==> src/sv/escape_run_length_decoder_macros.svh <==
// Assertion helpers shared by the decoder modules.
`ifndef ESCAPE_RUN_LENGTH_DECODER_MACROS_SVH
`define ESCAPE_RUN_LENGTH_DECODER_MACROS_SVH

// Check a property on every clock edge outside reset.
`define ERLD_ASSERT(label, prop, msg) \
  label: assert property (@(posedge clk) disable iff (rst) (prop)) else $error(msg);

// Check that a condition holds in the cycle after a trigger.
`define ERLD_ASSERT_NEXT(label, ante, cons, msg) \
  label: assert property (@(posedge clk) disable iff (rst) (ante) |=> (cons)) else $error(msg);

`endif

==> src/sv/erld_pkg.sv <==
`default_nettype none

package erld_pkg;

  // Width of the decoded output offset counter.
  localparam int PositionBits = 24;
  localparam int FieldPosW = 24;

  localparam logic [7:0] EscLong = 8'hC0;
  localparam logic [7:0] ShortMask = 8'h3F;

  localparam logic KindRun = 1'b0;
  localparam logic KindEnd = 1'b1;

  // Parser phase codes.
  localparam logic [2:0] PhIdle = 3'd0;
  localparam logic [2:0] PhLongLo = 3'd1;
  localparam logic [2:0] PhLongHi = 3'd2;
  localparam logic [2:0] PhLongVal = 3'd3;
  localparam logic [2:0] PhShortVal = 3'd4;

  typedef struct packed {
    logic [7:0] data_byte;
    logic last_byte;
  } in_item_t;

  typedef struct packed {
    logic kind;
    logic [7:0] run_value;
    logic [15:0] run_length;
    logic [23:0] run_start;
    logic [23:0] total_length;
    logic is_last;
  } result_t;

  // Results produced by one accepted byte: an optional run, an optional end.
  typedef struct packed {
    logic run_en;
    logic end_en;
    result_t run;
    result_t fin;
  } push_t;

  // Map the offset counter onto the 24-bit result fields.
  function automatic logic [FieldPosW-1:0] to_field(input logic [PositionBits-1:0] off);
    logic [31:0] wide;
    wide = 32'(off);
    return wide[FieldPosW-1:0];
  endfunction

endpackage

`default_nettype wire

==> src/sv/erld_parser.sv <==
`default_nettype none

module erld_parser
  import erld_pkg::*;
(
  input  wire logic     clk,
  input  wire logic     rst,
  input  wire logic     fire,
  input  wire in_item_t item,
  output push_t         push
);

  `include "escape_run_length_decoder_macros.svh"

  logic [2:0] phase;
  logic [2:0] phase_next;
  logic [15:0] count;
  logic [15:0] count_next;
  logic [PositionBits-1:0] offset;
  logic [PositionBits-1:0] offset_next;
  logic [PositionBits-1:0] offset_run;
  logic run_en;
  logic [15:0] run_len;

  // Decode one byte against the current phase.
  always_comb begin
    phase_next = PhIdle;
    count_next = count;
    run_en = 1'b0;
    run_len = 16'd1;
    unique case (phase)
      PhLongLo: begin
        count_next = {8'd0, item.data_byte};
        phase_next = PhLongHi;
      end
      PhLongHi: begin
        count_next = {item.data_byte, count[7:0]};
        phase_next = PhLongVal;
      end
      PhLongVal, PhShortVal: begin
        run_len = count;
        run_en = (count != 16'd0);
        count_next = 16'd0;
        phase_next = PhIdle;
      end
      default: begin
        if (item.data_byte == EscLong) begin
          count_next = 16'd0;
          phase_next = PhLongLo;
        end else if (item.data_byte > EscLong) begin
          count_next = {8'd0, item.data_byte & ShortMask};
          phase_next = PhShortVal;
        end else begin
          run_en = 1'b1;
          run_len = 16'd1;
          phase_next = PhIdle;
        end
      end
    endcase
    offset_run = run_en ? offset + PositionBits'(run_len) : offset;
    offset_next = offset_run;
    // Return to a fresh block after the final byte.
    if (item.last_byte) begin
      phase_next = PhIdle;
      count_next = 16'd0;
      offset_next = '0;
    end
  end

  // Build the result items for the queue.
  always_comb begin
    push.run_en = run_en;
    push.end_en = item.last_byte;
    push.run.kind = KindRun;
    push.run.run_value = item.data_byte;
    push.run.run_length = run_len;
    push.run.run_start = to_field(offset);
    push.run.total_length = '0;
    push.run.is_last = 1'b0;
    push.fin.kind = KindEnd;
    push.fin.run_value = '0;
    push.fin.run_length = '0;
    push.fin.run_start = '0;
    push.fin.total_length = to_field(offset_run);
    push.fin.is_last = 1'b1;
  end

  // Advance parse state on each transfer.
  always_ff @(posedge clk) begin
    if (rst) begin
      phase <= PhIdle;
      count <= 16'd0;
      offset <= '0;
    end else if (fire) begin
      phase <= phase_next;
      count <= count_next;
      offset <= offset_next;
    end
  end

  `ERLD_ASSERT(a_phase_legal, phase <= PhShortVal, "parser phase left the legal range")
  `ERLD_ASSERT_NEXT(a_last_resets, fire && item.last_byte, phase == PhIdle && offset == '0 && count == 16'd0, "state not cleared after last byte")

endmodule

`default_nettype wire

==> src/sv/erld_out_queue.sv <==
`default_nettype none

module erld_out_queue
  import erld_pkg::*;
(
  input  wire logic    clk,
  input  wire logic    rst,
  input  wire logic    fire,
  input  wire push_t   push,
  output logic         room,
  output logic         out_valid,
  input  wire logic    out_ready,
  output result_t      out_data
);

  `include "escape_run_length_decoder_macros.svh"

  localparam int Depth = 4;
  localparam int PtrW = $clog2(Depth);

  result_t mem [Depth];
  logic [PtrW-1:0] wr_ptr;
  logic [PtrW-1:0] rd_ptr;
  logic [PtrW:0] count;
  logic [PtrW-1:0] end_ptr;
  logic [PtrW:0] n_push;
  logic pop;
  logic push_run;
  logic push_end;

  assign push_run = fire && push.run_en;
  assign push_end = fire && push.end_en;
  assign n_push = (PtrW+1)'(push_run) + (PtrW+1)'(push_end);
  assign end_ptr = wr_ptr + PtrW'(push_run);
  assign pop = out_valid && out_ready;

  // Accept a byte only while two entries are free.
  assign room = (count <= (PtrW+1)'(Depth - 2));
  assign out_valid = (count != '0);
  assign out_data = mem[rd_ptr];

  // Store the run result first, then the end result.
  always_ff @(posedge clk) begin
    if (push_run) begin
      mem[wr_ptr] <= push.run;
    end
    if (push_end) begin
      mem[end_ptr] <= push.fin;
    end
  end

  // Track pointers and fill level.
  always_ff @(posedge clk) begin
    if (rst) begin
      wr_ptr <= '0;
      rd_ptr <= '0;
      count <= '0;
    end else begin
      wr_ptr <= wr_ptr + PtrW'(n_push);
      if (pop) begin
        rd_ptr <= rd_ptr + PtrW'(1);
      end
      count <= count + n_push - (PtrW+1)'(pop);
    end
  end

  `ERLD_ASSERT(a_no_overflow, count <= (PtrW+1)'(Depth), "result queue overflow")
  `ERLD_ASSERT(a_full_stalls, !room |-> !push_run && !push_end, "push while queue short of room")

endmodule

`default_nettype wire

==> src/sv/escape_run_length_decoder.sv <==
// Results are registered in a four-entry result queue before they are offered.
// Throughput: one byte per cycle; a byte can yield two results, which drain at one
// per cycle while out_ready is high; the queue stalls input when under two free.
// Reset (rst, synchronous): parser returns to idle with zero count and offset,
// and the result queue empties.
`default_nettype none

module escape_run_length_decoder
  import erld_pkg::*;
(
  input  wire logic     clk,
  input  wire logic     rst,
  input  wire logic     in_valid,
  output logic          in_ready,
  input  wire in_item_t in_data,
  output logic          out_valid,
  input  wire logic     out_ready,
  output result_t       out_data
);

  logic fire;
  push_t push;

  assign fire = in_valid && in_ready;

  erld_parser u_parser (
    .clk  (clk),
    .rst  (rst),
    .fire (fire),
    .item (in_data),
    .push (push)
  );

  erld_out_queue u_queue (
    .clk       (clk),
    .rst       (rst),
    .fire      (fire),
    .push      (push),
    .room      (in_ready),
    .out_valid (out_valid),
    .out_ready (out_ready),
    .out_data  (out_data)
  );

endmodule

`default_nettype wire
==> config.mk <==
export PLATFORM = sky130hd
export DESIGN_NAME = escape_run_length_decoder
export DESIGN_NICKNAME = d
export VERILOG_FILES = /design/src/sv/erld_pkg.sv /design/src/sv/erld_parser.sv /design/src/sv/erld_out_queue.sv /design/src/sv/escape_run_length_decoder.sv
export VERILOG_INCLUDE_DIRS = /design/src /design/src/sv
export SDC_FILE = /design/constraint.sdc
export NUM_CORES = 1
export LEC_CHECK = 0
export BUFFER_PORTS_ARGS = -buffer_cell sky130_fd_sc_hd__buf_2
export CAP_MARGIN = 20
export CORE_MARGIN = 2
export CORE_UTILIZATION = 36
export DETAILED_ROUTE_END_ITERATION = 10
export RECOVER_POWER = 50
export SLEW_MARGIN = 20
export SYNTH_ARGS = -nofsm -noshare
export SYNTH_HDL_FRONTEND = slang
export SYNTH_SLANG_ARGS = --single-unit
==> constraint.sdc <==
create_clock -name clk -period 5.2 [get_ports clk]
set_input_delay 1.04 -clock clk [delete_from_list [all_inputs] [get_ports clk]]
set_output_delay 1.04 -clock clk [all_outputs]
set_load 0.02 [all_outputs]
==> impl_metrics.csv, run 1 <==
group,metric,value,unit
route,top_layer,"met5",
placed_design,dpl.hpwl,27.7,mm
sta,tns,0,ns
yosys,synth_top_family_by_area,"simple AND/OR/NAND/NOR gates",
min_path,hold_class,"reg -> reg",
yosys,synth_edf_count,96,
yosys,synth_cells,1618,
clock_network,hold_buffers,0,
min_path,min_from,"u_queue.mem[2][0]$_SDFFE_PN1P_",
power_and_ir_drop,p_leak,6.30,nW
sta,fmax,225,MHz
route,vias_per_cell,5.33,
yosys,synthFlopType,"dfxtp_1",
floorplan,fp.dieW,210,um
run,maxCapViolCount,3,
sta,hold_viol_final,0,
sta,relSlewSlack,-61.7,%
critical_path,cp_max_fo,31,
route,wl_met3,2.53,mm
clock_network,cts_tree,"yes",
power_and_ir_drop,powerDensity,442,nW/um^2
route,drt-total-wl,42.7,mm
critical_path,timing.rr.end,"u_queue.mem[3][51]$_SDFFE_PN0P_",
critical_path,crit_type,"reg -> out",
placed_design,numPortBuffers,88,
sta,finalClockSkew,0.0155,ns
grt,grt_max_degree,63,
critical_path,r2r_slack,0.93,ns
cells_and_area,fin_util,41.3,%
clock_network,cts_inserted_buffers,38,
run_status,status,"complete, but fails checks",
route,route.vias.total,11861,
route,post_drt_wl_per_cell,19.2,um
yosys,syn_area,15300,um^2
yosys,ys_warn_count,0,
sta,worst_pin_slew,2.43,ns
yosys,yosys.area_share.xor_xnor,1.49,%
cells_and_area,area_growth,13.4,%
clock_network,h-tree-depth,2,
yosys,seq_area_frac_synth,51.3,%
yosys,synthMuxAreaShare,11.8,%
sta,min_period,4.44,ns
critical_path,cp_slowest_cell,"clkbuf_1",
floorplan,die_h,210,um
min_path,whs_path_depth,2,
yosys,synthDistinctLibCells,60,
clock_network,path_clk_slew,0.06,ns
critical_path,critPathMostFrequentCell,"clkbuf_1",
sta,hold_slack,0.442,ns
grt,overflow,0,
route,wl_met2,21.2,mm
route,wl_met1,17.9,mm
clock_network,clock-sinks,344,
critical_path,crit_arrival,3.40,ns
yosys,synthArstFlopShare,0,%
critical_path,cp.buffers_inverters,2,
route,drtPass1Iterations,5,
cells_and_area,nNetsFinal,1694,
min_path,worstHoldEndpoint,"u_queue.mem[2][0]$_SDFFE_PN1P_",
grt,grt_pass1_vias,11758,
floorplan,num_rows,75,
floorplan,dieArea,44100,um^2
critical_path,worst_r2r_path_depth,9,
grt,grt_pass1_wl,66.7,mm
grt,track_usage,19.3,%
sta,rsz0062_at_grt,"false",
cells_and_area,final_common_cell,"nand2_1",
yosys,synthAdderAreaFrac,2.06,%
clock_network,cts_root_buf,"clkbuf_16",
clock_network,post_cts_buffers,0,
route,drt_iter0_markers,973,
sta,slew_violations,108,
sta,setup_ws,0.763,ns
critical_path,worst_setup_path_end_kind,"output pin",
cells_and_area,final_cell_mix,"nand2_1 (321), nor2_1 (268), dfxtp_1 (246), a21oi_1 (230), edfxtp_1 (96)",
floorplan,start_util,36.4,%
critical_path,r2r-start,"u_parser.phase[0]$_SDFFE_PP0P_",
route,antenna_left,0,
critical_path,cp.required,4.16,ns
yosys,ys_ff_latch,344,
clock_network,clock_path_buffers,3,
yosys,synth_compound_gate_area_share,11.4,%
placed_design,gp_congestion,0.904,
sta,setup_violations,0,
power_and_ir_drop,vdd_ir_drop_max,0.000275,V
route,drcViolationCount,0,
clock_network,clock_latency,0.53,ns
critical_path,crit_path_max_incr_delay,1.45,ns
grt,antenna_found_initial,3,
placed_design,pre_cts_ws,0.909,ns
critical_path,crit_family,"buffers and inverters",
yosys,syn_avg_cell_area,9.45,um^2
yosys,synthSimpleGateAreaFrac,18.1,%
yosys,synth_fp_nets,1655,
power_and_ir_drop,power.total,0.00767,W
cells_and_area,layout-drive-gt1-share,12.5,%
critical_path,crit_chain,"clkbuf_1 -> mux4_2 -> clkbuf_1",
sta,final.period_utilization,85.3,%
critical_path,critPathLaunchType,"flip-flop",
clock_network,cts_resized,0,
run_status,violations,"max-capacitance violations, max-slew violations",
floorplan,core,41900,um^2
floorplan,num_io_pins,89,
cells_and_area,fill_cells,4062,
through the flow:
stage,cells,instance area [um^2]
2_1_floorplan,1618,15300
3_3_place_gp,2156,16200
3_5_place_dp,2156,16200
4_1_cts,2223,17400
5_1_grt,2224,17300
6_report,2225,17300
kinds of logic after synthesis:
| family | count (synthesis) |
|---|---|
| adder cells (fa/ha/maj) | 24 |
| AO/OA/AOI/OAI | 311 |
| flip-flops | 344 |
| multiplexers | 89 |
| buffers and inverters | 144 |
| XOR/XNOR | 26 |
| AND/OR/NAND/NOR | 680 |
worst min-delay path, stage by stage, from the launching register on:
cell     delay [ns]
dfxtp_1        0.31
nand2_1        0.05
nand2_1        0.04
layout make-up:
cell class	instances	area, um^2	area share, %
sequential	344	7850	45.3
clock buffer	59	1180	6.81
tap	539	674	3.89
inverter	28	105	0.606
clock inverter	8	52.6	0.303
antenna	2	5.00	0.0289
timing repair buffer	115	563	3.25
multi-input combinational	1130	6900	39.8
metal layers:
| metal | track usage [%] | vias to the layer above |
|---|---|---|
| li1 | - | 5666 |
| met1 | 24.7 | 5736 |
| met2 | 33.4 | 380 |
| met3 | 3.10 | 77 |
| met4 | 6.73 | 2 |
| met5 | 0 | - |
sequential cells by signal, indices dropped and copies added, names as in the netlist, named ones only:
name	count
u_queue.mem	292
u_parser.offset	24
u_parser.count	16
u_parser.phase	3
u_queue.count	3
u_queue.rd_ptr	2
u_queue.wr_ptr	2
synthesized netlist by cell type (4+ instances only):
| cell type | instances | area share [%] |
|---|---|---|
| nand2b_1 | 7 | 0.29 |
| a211oi_1 | 5 | 0.25 |
| a22oi_1 | 9 | 0.44 |
| mux2i_1 | 15 | 0.98 |
| ha_1 | 22 | 1.8 |
| xor2_1 | 12 | 0.69 |
| o21ai_0 | 16 | 0.52 |
| nor4_1 | 6 | 0.25 |
| o21a_1 | 6 | 0.29 |
| a31oi_1 | 11 | 0.45 |
| nand2_1 | 321 | 7.9 |
| mux4_2 | 73 | 11 |
| dfxtp_1 | 248 | 32 |
| inv_1 | 28 | 0.69 |
| a21o_1 | 10 | 0.49 |
| nor2_1 | 270 | 6.6 |
| clkbuf_1 | 87 | 2.1 |
| a21oi_1 | 230 | 7.5 |
| edfxtp_1 | 96 | 19 |
| or3_1 | 8 | 0.33 |
| xnor2_1 | 14 | 0.80 |
| and3_1 | 7 | 0.29 |
| nand3_1 | 26 | 0.85 |
| and2_1 | 4 | 0.16 |
| buf_1 | 12 | 0.29 |
| buf_2 | 14 | 0.46 |
| nor3_1 | 11 | 0.36 |
power by group:
part | internal, W | leakage, nW | switching [W]
Clock | 0.00156 | 0.609 | 0.00107
Combinational | 0.000600 | 2.71 | 0.00116
Sequential | 0.00306 | 2.99 | 0.000213
Total | 0.00523 | 6.30 | 0.00244
worst max-delay path by stage:
stage,cells after the start,startpoint,to
finish,3,flip-flop,out_data[10]
floorplan,10,in_data[8],u_queue.mem[2][10]$_DFFE_PP_
CTS,12,u_parser.phase[1]$_SDFFE_PP0P_,u_queue.mem[2][24]$_DFFE_PP_
global placement,10,in_data[7],u_queue.mem[3][14]$_DFFE_PP_
global route,3,flip-flop,out_data[23]
detailed placement,10,in_data[7],u_queue.mem[3][14]$_DFFE_PP_
Power figures use the tool's default switching activity.
==> run 2, diff against run 1 <==
Settings changed: ABC_AREA from default to 1.
Clock period 5.2 ns to 5.1 ns, I/O delays scaled along.
==> run 2 against run 1 <==
- routed wire length is 21% higher
- hold slack worse by 0.0023 ns
- non-clock buffer count is 4 higher
- largest power group unchanged
- the run still ends with max-capacitance violations, max-slew violations left
- via count is 22% higher
- clock power is 5% higher
- critical endpoint is now out_data[24]
==> impl_metrics.csv, run 2 <==
group,metric,value,unit
yosys,synth.area.top_cells,"dfxtp_1 (31%), edfxtp_1 (18%), nor2_1 (11%), o21ai_0 (9.8%), nand2_1 (7.0%)",
grt,grt_pass1_vias,13755,
critical_path,cp.required,4.08,ns
yosys,synthDistinctLibCells,42,
critical_path,worst_setup_path_end_kind,"output pin",
critical_path,crit_end,"out_data[24]",
yosys,seq_area_frac_synth,49.5,%
yosys,syn_area,15900,um^2
yosys,ys_warn_count,0,
run_status,violations,"max-capacitance violations, max-slew violations",
floorplan,num_io_pins,89,
yosys,yosysTopAreaCell,"dfxtp_1",
sta,finalClockSkew,0.0150,ns
power_and_ir_drop,powerDensity,563,nW/um^2
cells_and_area,fin_util,41.1,%
critical_path,timing.rr.end,"u_queue.mem[2][30]$_SDFFE_PN0P_",
sta,fmax,243,MHz
clock_network,path_clk_slew,0.06,ns
yosys,synth_compound_gate_area_share,19.3,%
yosys,syn_avg_cell_area,7.64,um^2
clock_network,post_cts_buffers,0,
floorplan,fp.dieW,214,um
critical_path,crit_path_max_incr_delay,1.22,ns
cells_and_area,multi_input_area,6830,um^2
cells_and_area,nNetsFinal,2132,
critical_path,cp_max_fo,80,
sta,worst_pin_slew,2.20,ns
clock_network,hold_buffers,0,
critical_path,critPathLaunchType,"flip-flop",
route,route.vias.total,14490,
yosys,synthAdderAreaFrac,1.99,%
yosys,synth_cells,2076,
route,drtPass1Iterations,6,
yosys,synth_top_family_by_area,"simple AND/OR/NAND/NOR gates",
placed_design,numPortBuffers,88,
clock_network,cts_tree,"yes",
route,antenna_left,0,
clock_network,cts_inserted_buffers,39,
yosys,synthFlopType,"dfxtp_1",
yosys,synth_top_area_share,31.3,%
yosys,yosysMostFrequentCell,"nor2_1",
grt,grt_pass1_wl,79.9,mm
route,vias_per_cell,5.35,
cells_and_area,area_growth,11.9,%
cells_and_area,layout-drive-gt1-share,6.92,%
sta,min_period,4.12,ns
yosys,synth_edf_count,96,
cells_and_area,seqCellArea,7850,um^2
yosys,ys_ff_latch,344,
route,drcViolationCount,0,
sta,tns,0,ns
cells_and_area,largest_reg_flops,292,
cells_and_area,antenna_cells,0,
floorplan,dieArea,45800,um^2
yosys,synth_fp_nets,2113,
yosys,synthMuxAreaShare,0,%
clock_network,cts_resized,0,
placed_design,dpl.hpwl,31.8,mm
power_and_ir_drop,p_leak,7.05,nW
floorplan,start_util,36.7,%
sta,slew_violations,291,
yosys,synthArstFlopShare,0,%
clock_network,cts_root_buf,"clkbuf_16",
clock_network,h-tree-depth,2,
critical_path,r2r-start,"u_parser.phase[1]$_SDFFE_PP0P_",
critical_path,cp_slowest_cell,"clkbuf_2",
yosys,yosys.area_share.xor_xnor,0.434,%
sta,final.period_utilization,80.7,%
critical_path,crit_type,"reg -> out",
route,drt_iter0_markers,1405,
placed_design,gp_congestion,0.904,
critical_path,crit_arrival,3.10,ns
route,drt-total-wl,51.7,mm
clock_network,clock_path_buffers,3,
sta,rsz0062_at_grt,"false",
power_and_ir_drop,vdd_ir_drop_max,0.000374,V
run_status,status,"complete, but fails checks",
sta,setup_violations,0,
yosys,synthSimpleGateAreaFrac,21.7,%
sta,relSlewSlack,-46.9,%
route,post_drt_wl_per_cell,19.1,um
clock_network,clock_latency,0.54,ns
grt,overflow,0,
cells_and_area,fill_cells,4384,
grt,antenna_found_initial,1,
clock_network,clock-sinks,344,
yosys,synth_common_cells,"nor2_1 (455), o21ai_0 (310), nand2_1 (296), dfxtp_1 (248), a21oi_1 (173)",
floorplan,core,43300,um^2
cells_and_area,reg_top3,"u_queue.mem: 292 flops, u_parser.offset: 24 flops, u_parser.count: 16 flops",
critical_path,worst_r2r_path_depth,14,
grt,grt_max_degree,81,
run,maxCapViolCount,5,
critical_path,crit_chain,"clkbuf_2 -> o21ai_0 -> o22ai_1 -> clkbuf_1",
floorplan,num_rows,76,
min_path,hold_class,"reg -> reg",
critical_path,r2r_slack,1.08,ns
floorplan,die_h,214,um
cells_and_area,final_cell_mix,"nor2_1 (455), o21ai_0 (316), nand2_1 (297), dfxtp_1 (246), a21oi_1 (174)",
grt,track_usage,22.1,%
cells_and_area,top_register,"u_queue.mem",
cells_and_area,final_common_cell,"nor2_1",
sta,hold_viol_final,0,
run 2: routing by layer:
metal	up-vias	wire length (um)	track usage [%]	share of wire [%]
li1	6959	-	-	-
met1	6825	22600	29.4	44
met3	114	3980	3.91	7.7
met4	2	1890	8.51	3.7
met2	590	23200	35.7	45
met5	-	13	0	0.025
run 2: cell families (layout without fill, tap and decap cells):
kind of cell / Yosys count / after routing
AO/OA/AOI/OAI: 585 / 585
XOR/XNOR: 7 / 7
adder cells (fa/ha/maj): 24 / 24
buffers and inverters: 268 / 316
flip-flops: 344 / 344
AND/OR/NAND/NOR: 848 / 848
run 2: metrics by stage:
| step | setup slack [ns] | total power, W | hold slack [ns] | cells | instance area, um^2 |
|---|---|---|---|---|---|
| floorplan | 1.33 | 0.00623 | 0.414 | 2076 | 15900 |
| global placement | 1.13 | 0.00728 | 0.424 | 2639 | 16700 |
| detailed placement | 1.06 | 0.00736 | 0.428 | 2639 | 16700 |
| CTS | 1.38 | 0.0101 | 0.442 | 2709 | 17900 |
| global route | 0.665 | 0.0106 | 0.457 | 2709 | 17800 |
| finish | 0.984 | 0.0100 | 0.440 | 2709 | 17800 |
run 2: worst min-delay path by stage:
stage	depth (start not counted)	end	slack (ns)	startpoint
final	2	u_queue.mem[1][0]$_SDFFE_PN1P_	0.44	u_queue.mem[1][0]$_SDFFE_PN1P_
after global routing	2	u_queue.mem[1][0]$_SDFFE_PN1P_	0.46	u_queue.mem[1][0]$_SDFFE_PN1P_
after CTS	2	u_queue.mem[1][0]$_SDFFE_PN1P_	0.44	u_queue.mem[1][0]$_SDFFE_PN1P_
after detailed placement	2	u_queue.mem[1][0]$_SDFFE_PN1P_	0.43	u_queue.mem[1][0]$_SDFFE_PN1P_
after global placement	2	u_queue.mem[1][0]$_SDFFE_PN1P_	0.42	u_queue.mem[1][0]$_SDFFE_PN1P_
after floorplan	2	u_queue.mem[1][0]$_SDFFE_PN1P_	0.41	u_queue.mem[1][0]$_SDFFE_PN1P_
run 2: worst max-delay path: cells and delay by family (launching register included):
family | cells | cell delay [ns]
AO/OA/AOI/OAI | 2 | 0.61
buffers and inverters | 2 | 1.49
flip-flops | 1 | 0.38
run 2: final cells by class:
cell class              instances  area share, %
flip-flops and latches        344           44.2
multi-input cells            1464           38.5
clock buffers                  60           6.59
clock inverters                10          0.493
well taps                     585           4.12
inverters                     127           2.70
repair buffers                119           3.41
run 2: power breakdown:
| group | switching [W] | internal (W) |
|---|---|---|
| Combinational | 0.00230 | 0.000940 |
| Clock | 0.00112 | 0.00164 |
| Sequential | 0.000352 | 0.00365 |
